### src/rtl/tdd_pkg.sv
// Shared types, codes and constants for the thruster direction detector.
package tdd_pkg;

   // Number of motors fitted to the vehicle (indexes 8 and up never enable)
   localparam int NUM_MOTORS = 8;

   localparam int CSR_INDEX_W = 3;
   localparam int CSR_DATA_W  = 48;

   // Register indexes on the configuration port
   localparam logic [CSR_INDEX_W-1:0] CSR_MOTOR_ENABLE   = 3'd0;
   localparam logic [CSR_INDEX_W-1:0] CSR_FACTORS        = 3'd1;
   localparam logic [CSR_INDEX_W-1:0] CSR_SETTLE_MS      = 3'd2;
   localparam logic [CSR_INDEX_W-1:0] CSR_THRUST_MS      = 3'd3;
   localparam logic [CSR_INDEX_W-1:0] CSR_TILT_LIMIT     = 3'd4;
   localparam logic [CSR_INDEX_W-1:0] CSR_RP_RATE_LIMIT  = 3'd5;
   localparam logic [CSR_INDEX_W-1:0] CSR_YAW_RATE_LIMIT = 3'd6;
   localparam logic [CSR_INDEX_W-1:0] CSR_STILL_SQ_LIMIT = 3'd7;

   // Event codes
   localparam logic [2:0] EV_NONE     = 3'd0;
   localparam logic [2:0] EV_OK       = 3'd1;
   localparam logic [2:0] EV_REVERSED = 3'd2;
   localparam logic [2:0] EV_RETRY    = 3'd3;
   localparam logic [2:0] EV_FAILED   = 3'd4;

   // Pulse widths in microseconds
   localparam logic [10:0] PULSE_IDLE_US = 11'd1500;
   localparam logic [10:0] PULSE_UP_US   = 11'd1800;
   localparam logic [10:0] PULSE_DOWN_US = 11'd1200;

   typedef enum logic [2:0] {
      PH_STOPPED   = 3'd0,
      PH_SETTLING  = 3'd1,
      PH_THRUSTING = 3'd2,
      PH_DETECTING = 3'd3,
      PH_DONE      = 3'd4
   } phase_type;

   // Configuration registers
   typedef struct packed {
      logic [7:0]  motor_enable_mask;
      logic [47:0] expected_factors;
      logic [15:0] settle_ms;
      logic [15:0] thrust_ms;
      logic [14:0] tilt_limit_cd;
      logic [14:0] roll_pitch_rate_limit;
      logic [14:0] yaw_rate_limit;
      logic [31:0] still_rate_sq_limit;
   } cfg_type;

   // One input word
   typedef struct packed {
      logic [31:0] now_ms;
      logic        start_request;
      logic        is_armed;
      logic [15:0] roll_cd;
      logic [15:0] pitch_cd;
      logic [15:0] rate_x;
      logic [15:0] rate_y;
      logic [15:0] rate_z;
      logic        output_accepted;
   } req_type;

   // One result word
   typedef struct packed {
      phase_type   phase;
      logic [3:0]  motor_under_test;
      logic        neutral_all;
      logic        test_active;
      logic [10:0] test_pulse_us;
      logic [2:0]  event_code;
      logic [7:0]  reversed_mask;
      logic        spool_down;
      logic        disarm_request;
   } rsp_type;

   // Sequencer state carried from one word to the next
   typedef struct packed {
      phase_type   phase;
      logic [31:0] phase_start_ms;
      logic [3:0]  motor_index;
      logic        push_down;
      logic [7:0]  reversed_bits;
      logic        pulse_pending;
   } state_type;

endpackage

### src/rtl/thruster_direction_detect.sv
// Top level of the thruster direction detector: word registers, state and handshakes.
//
//   channel   ports         direction   transfer
//   request   req_*         in          req_valid & req_ready, one tick word
//   response  rsp_*         out         rsp_valid & rsp_ready, one result word
//   config    csr_*         in          csr_we, single cycle write, no read-back
//
// Throughput is one word per cycle while the response is not stalled; a word
// passes the input register, then the sequencer logic into the result register.
// The sequencer state advances when a word moves into the result register,
// so the next word always sees the state left by the one before it.
// A stalled response holds the result register; the input register keeps
// accepting until it too holds a word. Reset is synchronous and active high
// and returns the sequencer to the stopped phase with default registers.
module thruster_direction_detect
   import tdd_pkg::*;
#(
   parameter int MOTOR_COUNT = NUM_MOTORS
)
(
   input  logic                   clock,
   input  logic                   reset,

   input  logic                   req_valid,
   output logic                   req_ready,
   input  logic [31:0]            req_now_ms,
   input  logic                   req_start_request,
   input  logic                   req_is_armed,
   input  logic signed [15:0]     req_roll_cd,
   input  logic signed [15:0]     req_pitch_cd,
   input  logic signed [15:0]     req_rate_x,
   input  logic signed [15:0]     req_rate_y,
   input  logic signed [15:0]     req_rate_z,
   input  logic                   req_output_accepted,

   output logic                   rsp_valid,
   input  logic                   rsp_ready,
   output logic [2:0]             rsp_phase,
   output logic [3:0]             rsp_motor_under_test,
   output logic                   rsp_neutral_all,
   output logic                   rsp_test_active,
   output logic [10:0]            rsp_test_pulse_us,
   output logic [2:0]             rsp_event_code,
   output logic [7:0]             rsp_reversed_mask,
   output logic                   rsp_spool_down,
   output logic                   rsp_disarm_request,

   input  logic                   csr_we,
   input  logic [CSR_INDEX_W-1:0] csr_index,
   input  logic [CSR_DATA_W-1:0]  csr_wdata
);

   cfg_type   cfg;
   req_type   in_ff;
   logic      in_valid_ff;
   rsp_type   out_ff;
   rsp_type   out_in;
   logic      out_valid_ff;
   state_type state_ff;
   state_type state_in;
   logic      advance;

   tdd_csr u_csr (
      .clock     (clock),
      .reset     (reset),
      .csr_we    (csr_we),
      .csr_index (csr_index),
      .csr_wdata (csr_wdata),
      .cfg       (cfg)
   );

   tdd_step #(
      .MOTOR_COUNT (MOTOR_COUNT)
   ) u_step (
      .item (in_ff),
      .cur  (state_ff),
      .cfg  (cfg),
      .nxt  (state_in),
      .res  (out_in)
   );

   // Word moves forward when the result register is free or being drained
   assign advance   = in_valid_ff && (!out_valid_ff || rsp_ready);
   assign req_ready = !reset && (!in_valid_ff || advance);

   // Control: valid flags and sequencer state
   always_ff @(posedge clock) begin
      if (reset) begin
         in_valid_ff             <= 1'b0;
         out_valid_ff            <= 1'b0;
         state_ff.phase          <= PH_STOPPED;
         state_ff.phase_start_ms <= 32'd0;
         state_ff.motor_index    <= 4'd0;
         state_ff.push_down      <= 1'b0;
         state_ff.reversed_bits  <= 8'd0;
         state_ff.pulse_pending  <= 1'b0;
      end else begin
         if (req_ready) begin
            in_valid_ff <= req_valid;
         end
         if (advance) begin
            out_valid_ff <= 1'b1;
            state_ff     <= state_in;
         end else if (rsp_ready) begin
            out_valid_ff <= 1'b0;
         end
      end
   end

   // Payload registers
   always_ff @(posedge clock) begin
      if (req_valid && req_ready) begin
         in_ff.now_ms          <= req_now_ms;
         in_ff.start_request   <= req_start_request;
         in_ff.is_armed        <= req_is_armed;
         in_ff.roll_cd         <= req_roll_cd;
         in_ff.pitch_cd        <= req_pitch_cd;
         in_ff.rate_x          <= req_rate_x;
         in_ff.rate_y          <= req_rate_y;
         in_ff.rate_z          <= req_rate_z;
         in_ff.output_accepted <= req_output_accepted;
      end
      if (advance) begin
         out_ff <= out_in;
      end
   end

   // Result ports
   assign rsp_valid            = out_valid_ff;
   assign rsp_phase            = out_ff.phase;
   assign rsp_motor_under_test = out_ff.motor_under_test;
   assign rsp_neutral_all      = out_ff.neutral_all;
   assign rsp_test_active      = out_ff.test_active;
   assign rsp_test_pulse_us    = out_ff.test_pulse_us;
   assign rsp_event_code       = out_ff.event_code;
   assign rsp_reversed_mask    = out_ff.reversed_mask;
   assign rsp_spool_down       = out_ff.spool_down;
   assign rsp_disarm_request   = out_ff.disarm_request;

endmodule

### src/rtl/tdd_csr.sv
// Configuration register file for the thruster direction detector.
module tdd_csr
   import tdd_pkg::*;
(
   input  logic                   clock,
   input  logic                   reset,
   input  logic                   csr_we,
   input  logic [CSR_INDEX_W-1:0] csr_index,
   input  logic [CSR_DATA_W-1:0]  csr_wdata,
   output cfg_type                cfg
);

   cfg_type cfg_ff;

   assign cfg = cfg_ff;

   // Register writes, each truncated to the register width
   always_ff @(posedge clock) begin
      if (reset) begin
         cfg_ff.motor_enable_mask     <= 8'd15;
         cfg_ff.expected_factors      <= 48'd0;
         cfg_ff.settle_ms             <= 16'd500;
         cfg_ff.thrust_ms             <= 16'd500;
         cfg_ff.tilt_limit_cd         <= 15'd1000;
         cfg_ff.roll_pitch_rate_limit <= 15'd1638;
         cfg_ff.yaw_rate_limit        <= 15'd2048;
         cfg_ff.still_rate_sq_limit   <= 32'd167772;
      end else if (csr_we) begin
         case (csr_index)
            CSR_MOTOR_ENABLE:   cfg_ff.motor_enable_mask     <= csr_wdata[7:0];
            CSR_FACTORS:        cfg_ff.expected_factors      <= csr_wdata[47:0];
            CSR_SETTLE_MS:      cfg_ff.settle_ms             <= csr_wdata[15:0];
            CSR_THRUST_MS:      cfg_ff.thrust_ms             <= csr_wdata[15:0];
            CSR_TILT_LIMIT:     cfg_ff.tilt_limit_cd         <= csr_wdata[14:0];
            CSR_RP_RATE_LIMIT:  cfg_ff.roll_pitch_rate_limit <= csr_wdata[14:0];
            CSR_YAW_RATE_LIMIT: cfg_ff.yaw_rate_limit        <= csr_wdata[14:0];
            CSR_STILL_SQ_LIMIT: cfg_ff.still_rate_sq_limit   <= csr_wdata[31:0];
            default: ;
         endcase
      end
   end

endmodule

### src/rtl/tdd_step.sv
// Per-word phase sequencer logic: next state and result from one input word.
module tdd_step
   import tdd_pkg::*;
#(
   parameter int MOTOR_COUNT = NUM_MOTORS
)
(
   input  req_type   item,
   input  state_type cur,
   input  cfg_type   cfg,
   output state_type nxt,
   output rsp_type   res
);

   logic               [15:0] roll_mag;
   logic               [15:0] pitch_mag;
   logic signed        [15:0] rx;
   logic signed        [15:0] ry;
   logic signed        [15:0] rz;
   logic signed        [31:0] sq_x;
   logic signed        [31:0] sq_y;
   logic signed        [31:0] sq_z;
   logic               [31:0] sq_sum;
   logic                      disturbed;
   logic               [31:0] settle_start;
   logic               [31:0] settle_elapsed;
   logic               [31:0] thrust_elapsed;
   logic signed        [16:0] rx_ext;
   logic signed        [16:0] ry_ext;
   logic signed        [16:0] rz_ext;
   logic signed        [16:0] rp_lim;
   logic signed        [16:0] yaw_lim;
   logic               [1:0]  cls_x;
   logic               [1:0]  cls_y;
   logic               [1:0]  cls_z;
   logic               [1:0]  c0;
   logic               [1:0]  c1;
   logic               [1:0]  c2;
   logic               [5:0]  fac_sel;
   logic               [5:0]  fac;
   logic                      match_ok;
   logic                      match_rev;
   logic               [3:0]  motor_next;
   logic                      next_enabled;
   logic               [7:0]  rev_bit;
   phase_type                 ph_now;

   // Attitude magnitudes (unsigned, so the most negative value fits)
   assign roll_mag  = item.roll_cd[15] ? 16'(~item.roll_cd + 16'd1) : item.roll_cd;
   assign pitch_mag = item.pitch_cd[15] ? 16'(~item.pitch_cd + 16'd1) : item.pitch_cd;

   // Sum of squared rates, at most three times 2^30
   assign rx     = $signed(item.rate_x);
   assign ry     = $signed(item.rate_y);
   assign rz     = $signed(item.rate_z);
   assign sq_x   = rx * rx;
   assign sq_y   = ry * ry;
   assign sq_z   = rz * rz;
   assign sq_sum = 32'($unsigned(sq_x) + $unsigned(sq_y) + $unsigned(sq_z));

   // Level and still check restarts the settle timer
   assign disturbed = (roll_mag > {1'b0, cfg.tilt_limit_cd}) ||
                      (pitch_mag > {1'b0, cfg.tilt_limit_cd}) ||
                      (sq_sum > cfg.still_rate_sq_limit);
   assign settle_start   = disturbed ? item.now_ms : cur.phase_start_ms;
   assign settle_elapsed = item.now_ms - settle_start;
   assign thrust_elapsed = item.now_ms - cur.phase_start_ms;

   // Rate classes: +1 above limit, -1 below minus limit, else 0
   assign rx_ext  = {rx[15], rx};
   assign ry_ext  = {ry[15], ry};
   assign rz_ext  = {rz[15], rz};
   assign rp_lim  = $signed({2'b00, cfg.roll_pitch_rate_limit});
   assign yaw_lim = $signed({2'b00, cfg.yaw_rate_limit});
   assign cls_x = (rx_ext > rp_lim) ? 2'b01 : ((rx_ext < -rp_lim) ? 2'b11 : 2'b00);
   assign cls_y = (ry_ext > rp_lim) ? 2'b01 : ((ry_ext < -rp_lim) ? 2'b11 : 2'b00);
   assign cls_z = (rz_ext > yaw_lim) ? 2'b01 : ((rz_ext < -yaw_lim) ? 2'b11 : 2'b00);

   // A down push flips the observed response
   assign c0 = cur.push_down ? 2'(2'd0 - cls_x) : cls_x;
   assign c1 = cur.push_down ? 2'(2'd0 - cls_y) : cls_y;
   assign c2 = cur.push_down ? 2'(2'd0 - cls_z) : cls_z;

   // Expected factors of the motor under test; zero beyond motor 7
   assign fac_sel = 6'(cur.motor_index[2:0]) * 6'd6;
   assign fac     = cur.motor_index[3] ? 6'd0 : cfg.expected_factors[fac_sel +: 6];

   // A factor code of -2 never equals a class, so it falls to a bad read
   assign match_ok  = (c0 == fac[1:0]) && (c1 == fac[3:2]) && (c2 == fac[5:4]);
   assign match_rev = (2'(2'd0 - c0) == fac[1:0]) && (2'(2'd0 - c1) == fac[3:2]) &&
                      (2'(2'd0 - c2) == fac[5:4]);

   // Next motor and whether it is fitted and enabled
   assign motor_next   = 4'(cur.motor_index + 4'd1);
   assign next_enabled = (32'(motor_next) < MOTOR_COUNT) && !motor_next[3] &&
                         cfg.motor_enable_mask[motor_next[2:0]];
   assign rev_bit      = cur.motor_index[3] ? 8'd0 : (8'd1 << cur.motor_index[2:0]);

   // Phase sequencer
   always_comb begin
      nxt               = cur;
      nxt.pulse_pending = 1'b0;
      res               = '0;
      ph_now            = item.start_request ? PH_STOPPED : cur.phase;
      nxt.phase         = ph_now;

      if (!item.is_armed) begin
         res.spool_down  = 1'b1;
         res.neutral_all = 1'b1;
         nxt.phase       = PH_DONE;
      end else begin
         case (ph_now)
            PH_STOPPED: begin
               nxt.push_down      = 1'b0;
               nxt.motor_index    = 4'd0;
               nxt.phase_start_ms = item.now_ms;
               nxt.phase          = PH_SETTLING;
            end
            PH_SETTLING: begin
               res.neutral_all    = 1'b1;
               nxt.phase_start_ms = settle_start;
               if (settle_elapsed > {16'd0, cfg.settle_ms}) begin
                  nxt.phase          = PH_THRUSTING;
                  nxt.phase_start_ms = item.now_ms;
               end
            end
            PH_THRUSTING: begin
               if (thrust_elapsed < {16'd0, cfg.thrust_ms}) begin
                  if (cur.pulse_pending && !item.output_accepted) begin
                     nxt.phase = PH_DONE;
                  end else begin
                     res.test_active   = 1'b1;
                     nxt.pulse_pending = 1'b1;
                  end
               end else begin
                  nxt.phase = PH_DETECTING;
               end
            end
            PH_DETECTING: begin
               if (match_ok || match_rev) begin
                  res.event_code = match_ok ? EV_OK : EV_REVERSED;
                  if (!match_ok) begin
                     nxt.reversed_bits = cur.reversed_bits | rev_bit;
                  end
                  nxt.motor_index = motor_next;
                  nxt.push_down   = 1'b0;
                  nxt.phase       = next_enabled ? PH_SETTLING : PH_DONE;
               end else if (cur.push_down) begin
                  res.event_code = EV_FAILED;
                  nxt.phase      = PH_DONE;
               end else begin
                  res.event_code = EV_RETRY;
                  nxt.push_down  = 1'b1;
                  nxt.phase      = PH_SETTLING;
               end
            end
            PH_DONE: begin
               res.disarm_request = 1'b1;
            end
            default: begin
               nxt.phase = PH_DONE;
            end
         endcase
      end

      // Result fields that follow the updated state
      res.phase            = nxt.phase;
      res.motor_under_test = nxt.motor_index;
      res.reversed_mask    = nxt.reversed_bits;
      if (res.test_active) begin
         res.test_pulse_us = nxt.push_down ? PULSE_DOWN_US : PULSE_UP_US;
      end else begin
         res.test_pulse_us = PULSE_IDLE_US;
      end
   end

endmodule
### config.mk
export PLATFORM = sky130hd
export DESIGN_NAME = thruster_direction_detect
export DESIGN_NICKNAME = d
export VERILOG_FILES = /design/src/rtl/tdd_pkg.sv /design/src/rtl/thruster_direction_detect.sv /design/src/rtl/tdd_csr.sv /design/src/rtl/tdd_step.sv
export SDC_FILE = /design/constraint.sdc
export NUM_CORES = 2
export LEC_CHECK = 0
export BUFFER_PORTS_ARGS = -buffer_cell sky130_fd_sc_hd__buf_2
export CAP_MARGIN = 0
export CORE_MARGIN = 10
export CORE_UTILIZATION = 45
export DETAILED_ROUTE_END_ITERATION = 8
export HOLD_SLACK_MARGIN = 0.06
export SLEW_MARGIN = 15
export SYNTH_ARGS = -nofsm -noshare
export SYNTH_HDL_FRONTEND = slang
export SYNTH_SLANG_ARGS = --single-unit
### constraint.sdc
create_clock -name clock -period 18.31 [get_ports clock]
set_clock_uncertainty 0.2 [all_clocks]
set_input_delay 1.831 -clock clock [delete_from_list [all_inputs] [get_ports clock]]
set_output_delay 1.831 -clock clock [all_outputs]
set_load 0.02 [all_outputs]
== Word level (Yosys, flattened, before mapping) ==
Index checks and enable logic that the tools add are counted.

* Bits in registers: 364
* Bits in latches: 0
* RAM bits: 0
* Bits in read-only memories: 0
* Input port bits: 171
* Output and inout bits: 35
* Word-level logic and storage cells: 168
* Memories kept: 0

* Add/subtract/negate cells: 15
* Multipliers: 4
* Div/mod/pow operators: 0
* Order comparisons: 13
* Equality and inequality tests: 17
* Shift operators: 2
* Multiplexer cells: 46
* Bitwise gates (word level): 3
* Reduce and logical (&&, ||, !) cells: 34

{| class="wikitable"
|+ Operators with widths
! kind !! number
|-
| multiplier 16 x 16 -> 32 bit || 3
|-
| adder 32 bit || 2
|-
| case mux 32 bit (2 select lines) || 1
|-
| subtractor 32 bit || 2
|-
| less-than comparator 16 x 17 -> 1 bit || 3
|-
| > comparator 16 bit || 3
|-
| indexed part select 48 x 7 -> 6 bit || 1
|-
| 2-to-1 mux 35 bit || 1
|-
| negator 15 -> 17 bit || 2
|-
| adder 16 x 1 -> 16 bit (second input constant) || 2
|-
| > comparator 16 x 15 -> 1 bit || 2
|-
| > comparator 32 x 16 -> 1 bit || 1
|-
| > comparator 32 bit || 1
|-
| less-than comparator 32 x 16 -> 1 bit || 1
|-
| 2-to-1 mux 16 bit || 2
|-
| 2-to-1 mux 32 bit || 1
|-
| 2-to-1 mux 8 bit || 4
|-
| NOT 16 bit || 2
|-
| 2-to-1 mux 3 bit || 9
|-
| 2-to-1 mux 2 bit || 10
|-
| AND reduction 2 bit || 9
|-
| == test 3 bit (second input constant) || 5
|-
| case mux 3 bit (5 select lines) || 1
|-
| 2-to-1 mux 14 bit || 1
|-
| other kinds (22) || 65
|}

== Depth between registers and ports, before layout ==
* Depth in word-level cells: 15
* Mapped depth: 70

== Modules after synthesis ==
Synthesis repeated with hierarchy kept, for this count alone.

* Cell total of the unflattened synthesis: 5300
* Area total of the unflattened synthesis: 51609.5 µm²

{| class="wikitable"
|+ By module, submodules not included
! module !! times used !! cells an instance !! area each (µm²) !! seq. area each (µm²)
|-
| tdd_step || 1 || 4317 || 38245.4 || 0.0
|-
| thruster_direction_detect || 1 || 371 || 6772.7 || 5465.2
|-
| tdd_csr || 1 || 612 || 6591.3 || 3303.2
|}

== Worst setup path before layout ==
Ideal clock, no wire load.

* Path type: register to register
* Start: reg in_ff[16] (netlist bit)
* End: reg state_ff[15] (netlist bit)
* Setup time: 120 ps
* Data arrival time: 14860 ps
* Data required time: 17990 ps
* Path slack: 3130 ps
* Stages on the path, launching flop included: 62
* Cell sequence: edfxtp_1 -> clkbuf_1 -> and2_1 -> inv_1 -> fa_1 -> inv_1 -> fa_1 -> fa_1 -> inv_1 -> fa_1 -> inv_1 -> fa_1 -> fa_1 -> fa_1 -> fa_1 -> inv_1 -> fa_1 -> inv_1 -> [26 not listed] -> maj3_1 -> and4b_1 -> a211oi_1 -> xnor2_1 -> ha_1 -> a21o_1 -> a21o_1 -> a21oi_1 -> o21ai_0 -> o22ai_1 -> o2111ai_1 -> nor4b_1 -> nand4_1 -> or4_4 -> nor4_4 -> a21oi_2 -> buf_6 -> mux2i_1

* Cells in the longest elaborated chain, start to end: 9

{| class="wikitable"
|+ Ends and longest elaborated chain
! what !! RTL line !! source
|-
| start, declared || thruster_direction_detect.sv:54 || <nowiki>req_type in_ff;</nowiki>
|-
| multiplier 16 x 16 -> 32 bit (*) || tdd_step.sv:58 || <nowiki>assign sq_z = rz * rz;</nowiki>
|-
| adder 32 bit (*) || tdd_step.sv:59 || <nowiki>assign sq_sum = 32'($unsigned(sq_x) + $unsigned(sq_y) + $unsigned(sq_z));</nowiki>
|-
| > comparator 32 bit (*) || tdd_step.sv:64 || <nowiki>(sq_sum > cfg.still_rate_sq_limit);</nowiki>
|-
| logical OR 1 bit (*) || tdd_step.sv:63 || <nowiki>(pitch_mag > {1'b0, cfg.tilt_limit_cd}) ||</nowiki>
|-
| 2-to-1 mux 32 bit (*) || tdd_step.sv:65 || <nowiki>assign settle_start = disturbed ? item.now_ms : cur.phase_start_ms;</nowiki>
|-
| subtractor 32 bit || tdd_step.sv:66 || <nowiki>assign settle_elapsed = item.now_ms - settle_start;</nowiki>
|-
| > comparator 32 x 16 -> 1 bit || tdd_step.sv:122 || <nowiki>if (settle_elapsed > {16'd0, cfg.settle_ms}) begin</nowiki>
|-
| 2-to-1 mux 35 bit (*) || tdd_step.sv:122 ||
|-
| case mux 32 bit (2 select lines) (*) || tdd_step.sv:112 || <nowiki>case (ph_now)</nowiki>
|-
| end signal, assigned || thruster_direction_detect.sv:103 || <nowiki>state_ff <= state_in;</nowiki>
|-
| end, declared || thruster_direction_detect.sv:59 || <nowiki>state_type state_ff;</nowiki>
|}

Mark *: on every way between the ends. The rest lies on a longest branch, timed or not.
A chain may end at the register's enable or synchronous reset.

== Worst setup path in the final report ==
* Start: reg in_ff[36] (netlist bit)
* End: reg state_ff[30] (netlist bit)

* Cells in the longest elaborated chain, start to end: 10

{| class="wikitable"
|+ Ends and longest elaborated chain
! what !! RTL line !! source
|-
| multiplier 16 x 16 -> 32 bit (*) || tdd_step.sv:56 || <nowiki>assign sq_x = rx * rx;</nowiki>
|-
| adder 32 bit (*) (2 in a row) || tdd_step.sv:59 ||
|-
| > comparator 32 bit (*) || tdd_step.sv:64 ||
|-
| logical OR 1 bit (*) || tdd_step.sv:63 ||
|-
| 2-to-1 mux 32 bit (*) || tdd_step.sv:65 ||
|-
| subtractor 32 bit || tdd_step.sv:66 ||
|-
| > comparator 32 x 16 -> 1 bit || tdd_step.sv:122 ||
|-
| 2-to-1 mux 35 bit (*) || tdd_step.sv:122 ||
|-
| case mux 32 bit (2 select lines) (*) || tdd_step.sv:112 ||
|}

Marks and branches as above.

==> metrics.md <==
| Metric | Value |
|---|---|
| CP required | `18.55 ns` |
| Die Area | `124000 um2` |
| WP data arrival | `17.30 ns` |
| Commonest cells in the netlist | `1181 x inv_1, 818 x fa_1, 572 x nand2_1, 460 x ha_1, 287 x a21oi_1` |
| Final setup margin | `1.24 ns` |
| Utilization after layout | `49.0%` |
| Clock Path Buffers | `3` |
| Layout area overhead | `7.90%` |
| TritonCTS buffer count | `37` |
| Number of post-CTS setup repair buffers | `0` |
| Post-synthesis average cell area | `9.28 um2` |
| Post-synth top area cell | `fa_1` |
| Buffers plus inverters on the worst setup path | `6` |
| Detailed-route via count | `36000` |
| Initial drt markers | `2236` |
| Fin. Hold Viols | `0` |
| Most common cell in the netlist | `inv_1` |
| Fin nets | `6912` |
| Crit Path Class | `register to register` |
| Final period util | `93.2%` |
| PortBufs | `202` |
| Drt first pass iters | `6` |
| GP Congestion | `0.919` |
| Crit path max fanout | `32` |
| Post-synth cell types | `85` |
| Initial antenna violation count | `15` |
| MaxCap Viol Count | `0` |
| Slew Viols, Final | `0` |
| Top_reg_cell synth | `dfxtp_1` |
| Routed len/inst | `20.1 um` |
| DP HPWL | `118000 um` |
| Cts repair resizes | `0` |
| Ports | `206` |
| Number of synthesized flops with an enable pin | `142` |
| Post-route ant nets | `0` |
| RSZ-0062 raised after global routing | `no` |
| Outcome | `finished clean` |
| CTS sink count | `358` |
| Fillers | `10400` |
| Reg clk slew, reported paths | `0.06 ns` |
| CTS Hold Bufs | `0` |
| Slowest CP cell | `edfxtp_1` |
| Largest cells by area after synthesis | `fa_1 33%, ha_1 12%, inv_1 8.9%` |
| Clock root cell | `clkbuf_16` |
| First-pass GRT wire length | `220000 um` |
| Ys async rst share | `0%` |
| Synthesis Warnings | `0` |
| Slew headroom | `15.7%` |
| Die Width | `352 um` |
| Layout cells sized above 1 | `6.86%` |
| GRT Total Usage | `23.0%` |
| Vias per cell | `5.16` |
| Minimum clock period after layout | `17.07 ns` |
| Number of global-route vias before repair | `37800` |
| Synth Instances | `5338` |
| Worst slew pin tran | `1.25 ns` |
| Gr ovfl total | `0` |
| Worst Hold Class | `register to register` |
| Core area | `109000 um2` |
| Starting Density | `45.4%` |
| Worst slack, placed | `1.38 ns` |
| Residual DRC count | `0` |
| Height of the die | `352 um` |
| Sequential fraction of the synthesis area | `17.3%` |
| Yosys reg bits | `358` |
| Slowest stage delay, CP | `0.81 ns` |
| Most frequent CP cell | `fa_1` |
| Area share of the largest cell type after synthesis | `33.1%` |
| Fmax | `58.6 MHz` |
| Critical path startpoint category | `register` |
| Crit path max-delay family | `adder cells` |
| Rows | `121` |
| Maximum number of pins on one net before global-route repair | `98` |
| Final setup vio count | `0` |
| Max H-tree Level | `2` |
| Crit. End Element | `register` |
| Total wire length | `140000 um` |
| Setup TNS | `0 ns` |
| Post-Syn Area | `49500 um2` |
| CTS tree | `done` |
| Skew-Pair Late Insertion Delay | `0.59 ns` |
-- tightest hold or removal path, stage by stage, from the launching register on --
cell and delay (ns):
dfxtp_1 0.31, nand2_1 0.05, a21oi_1 0.05
-- flip-flops by register name, indices dropped and copies added (netlist names) --
name,cells
rsp_spool_down,1
rsp_disarm_request,1
rsp_reversed_mask,8
rsp_event_code,3
state_ff,49
u_csr.cfg,165
rsp_phase,3
in_ff,115
rsp_motor_under_test,4
rsp_test_pulse_us,5
rsp_neutral_all,1
rsp_test_active,1
rsp_valid,1
in_valid_ff,1
-- metrics by stage --
| stage | hold WS, ns | instances | instance area [um2] |
|---|---|---|---|
| after floorplan | 0.231 | 5339 | 49500 |
| after detailed placement | 0.245 | 6900 | 52200 |
| after CTS | 0.254 | 6968 | 53400 |
| after global placement | 0.239 | 6900 | 52200 |
| after global routing | 0.276 | 6968 | 53400 |
| final | 0.254 | 6969 | 53400 |
-- area by class of cell --
type,count,area [um2],share of cell area [%]
Multi-Input combinational cell,3620,35800,67.0
Sequential cell,358,8590,16.1
Inverter,1184,4440,8.31
Tap cell,1476,1850,3.46
Timing Repair Buffer,262,1470,2.75
Clock buffer,49,1030,1.93
Clock inverter,19,250,0.468
Antenna cell,1,2.50,0.00468
-- per-layer routing --
metal | share of wire (%) | vias to the layer above | track usage [%]
met2 | 48 | 894 | 39.1
met1 | 43 | 17800 | 30.2
met3 | 5.4 | 214 | 3.01
li1 | - | 17000 | -
met4 | 3.8 | 10 | 7.50
met5 | 0.052 | - | 0
-- cells by family (layout without fill, tap and decap cells) --
group	after synthesis	count (layout)	share of synthesized area, %
simple gates	1392	1392	13.6
compound gates	706	706	9.11
fa+ha+maj	1281	1281	44.7
flops	358	358	17.3
buf+inv	1361	1514	10.4
xor+xnor	173	173	3.06
mux	65	65	1.69
other cells	2	4	0.0152
-- worst paths after layout --
check	slack, ns	startpoint	cells past startpoint	end
max	1.24	in_ff[36]$_DFFE_PP_	58	state_ff[30]$_SDFFE_PP0P_
min	0.25	u_csr.cfg[125]$_SDFFE_PP0P_	2	u_csr.cfg[125]$_SDFFE_PP0P_
max reg2reg	1.24	in_ff[36]$_DFFE_PP_	58	state_ff[30]$_SDFFE_PP0P_
min reg2reg	0.25	u_csr.cfg[125]$_SDFFE_PP0P_	2	u_csr.cfg[125]$_SDFFE_PP0P_
-- cells in the final DEF, fill, tap and decap left out, drive strengths merged, types with 21 or more instances in the layout --
master / count
o21a: 21
edfxtp: 142
a21oi: 288
a211o: 28
clkbuf: 49
mux2i: 43
buf: 262
and2: 171
ha: 460
nand2: 572
inv: 1184
xnor2: 136
o21ai: 94
xor2: 37
nor2b: 49
dfxtp: 216
nand4: 39
nor2: 213
nor3: 48
nand2b: 111
or3: 22
a21o: 81
o211ai: 23
nand3: 61
fa: 818
Power is not shown: default switching activity piles up to over one toggle a cycle in this logic, so the estimate is an artifact.
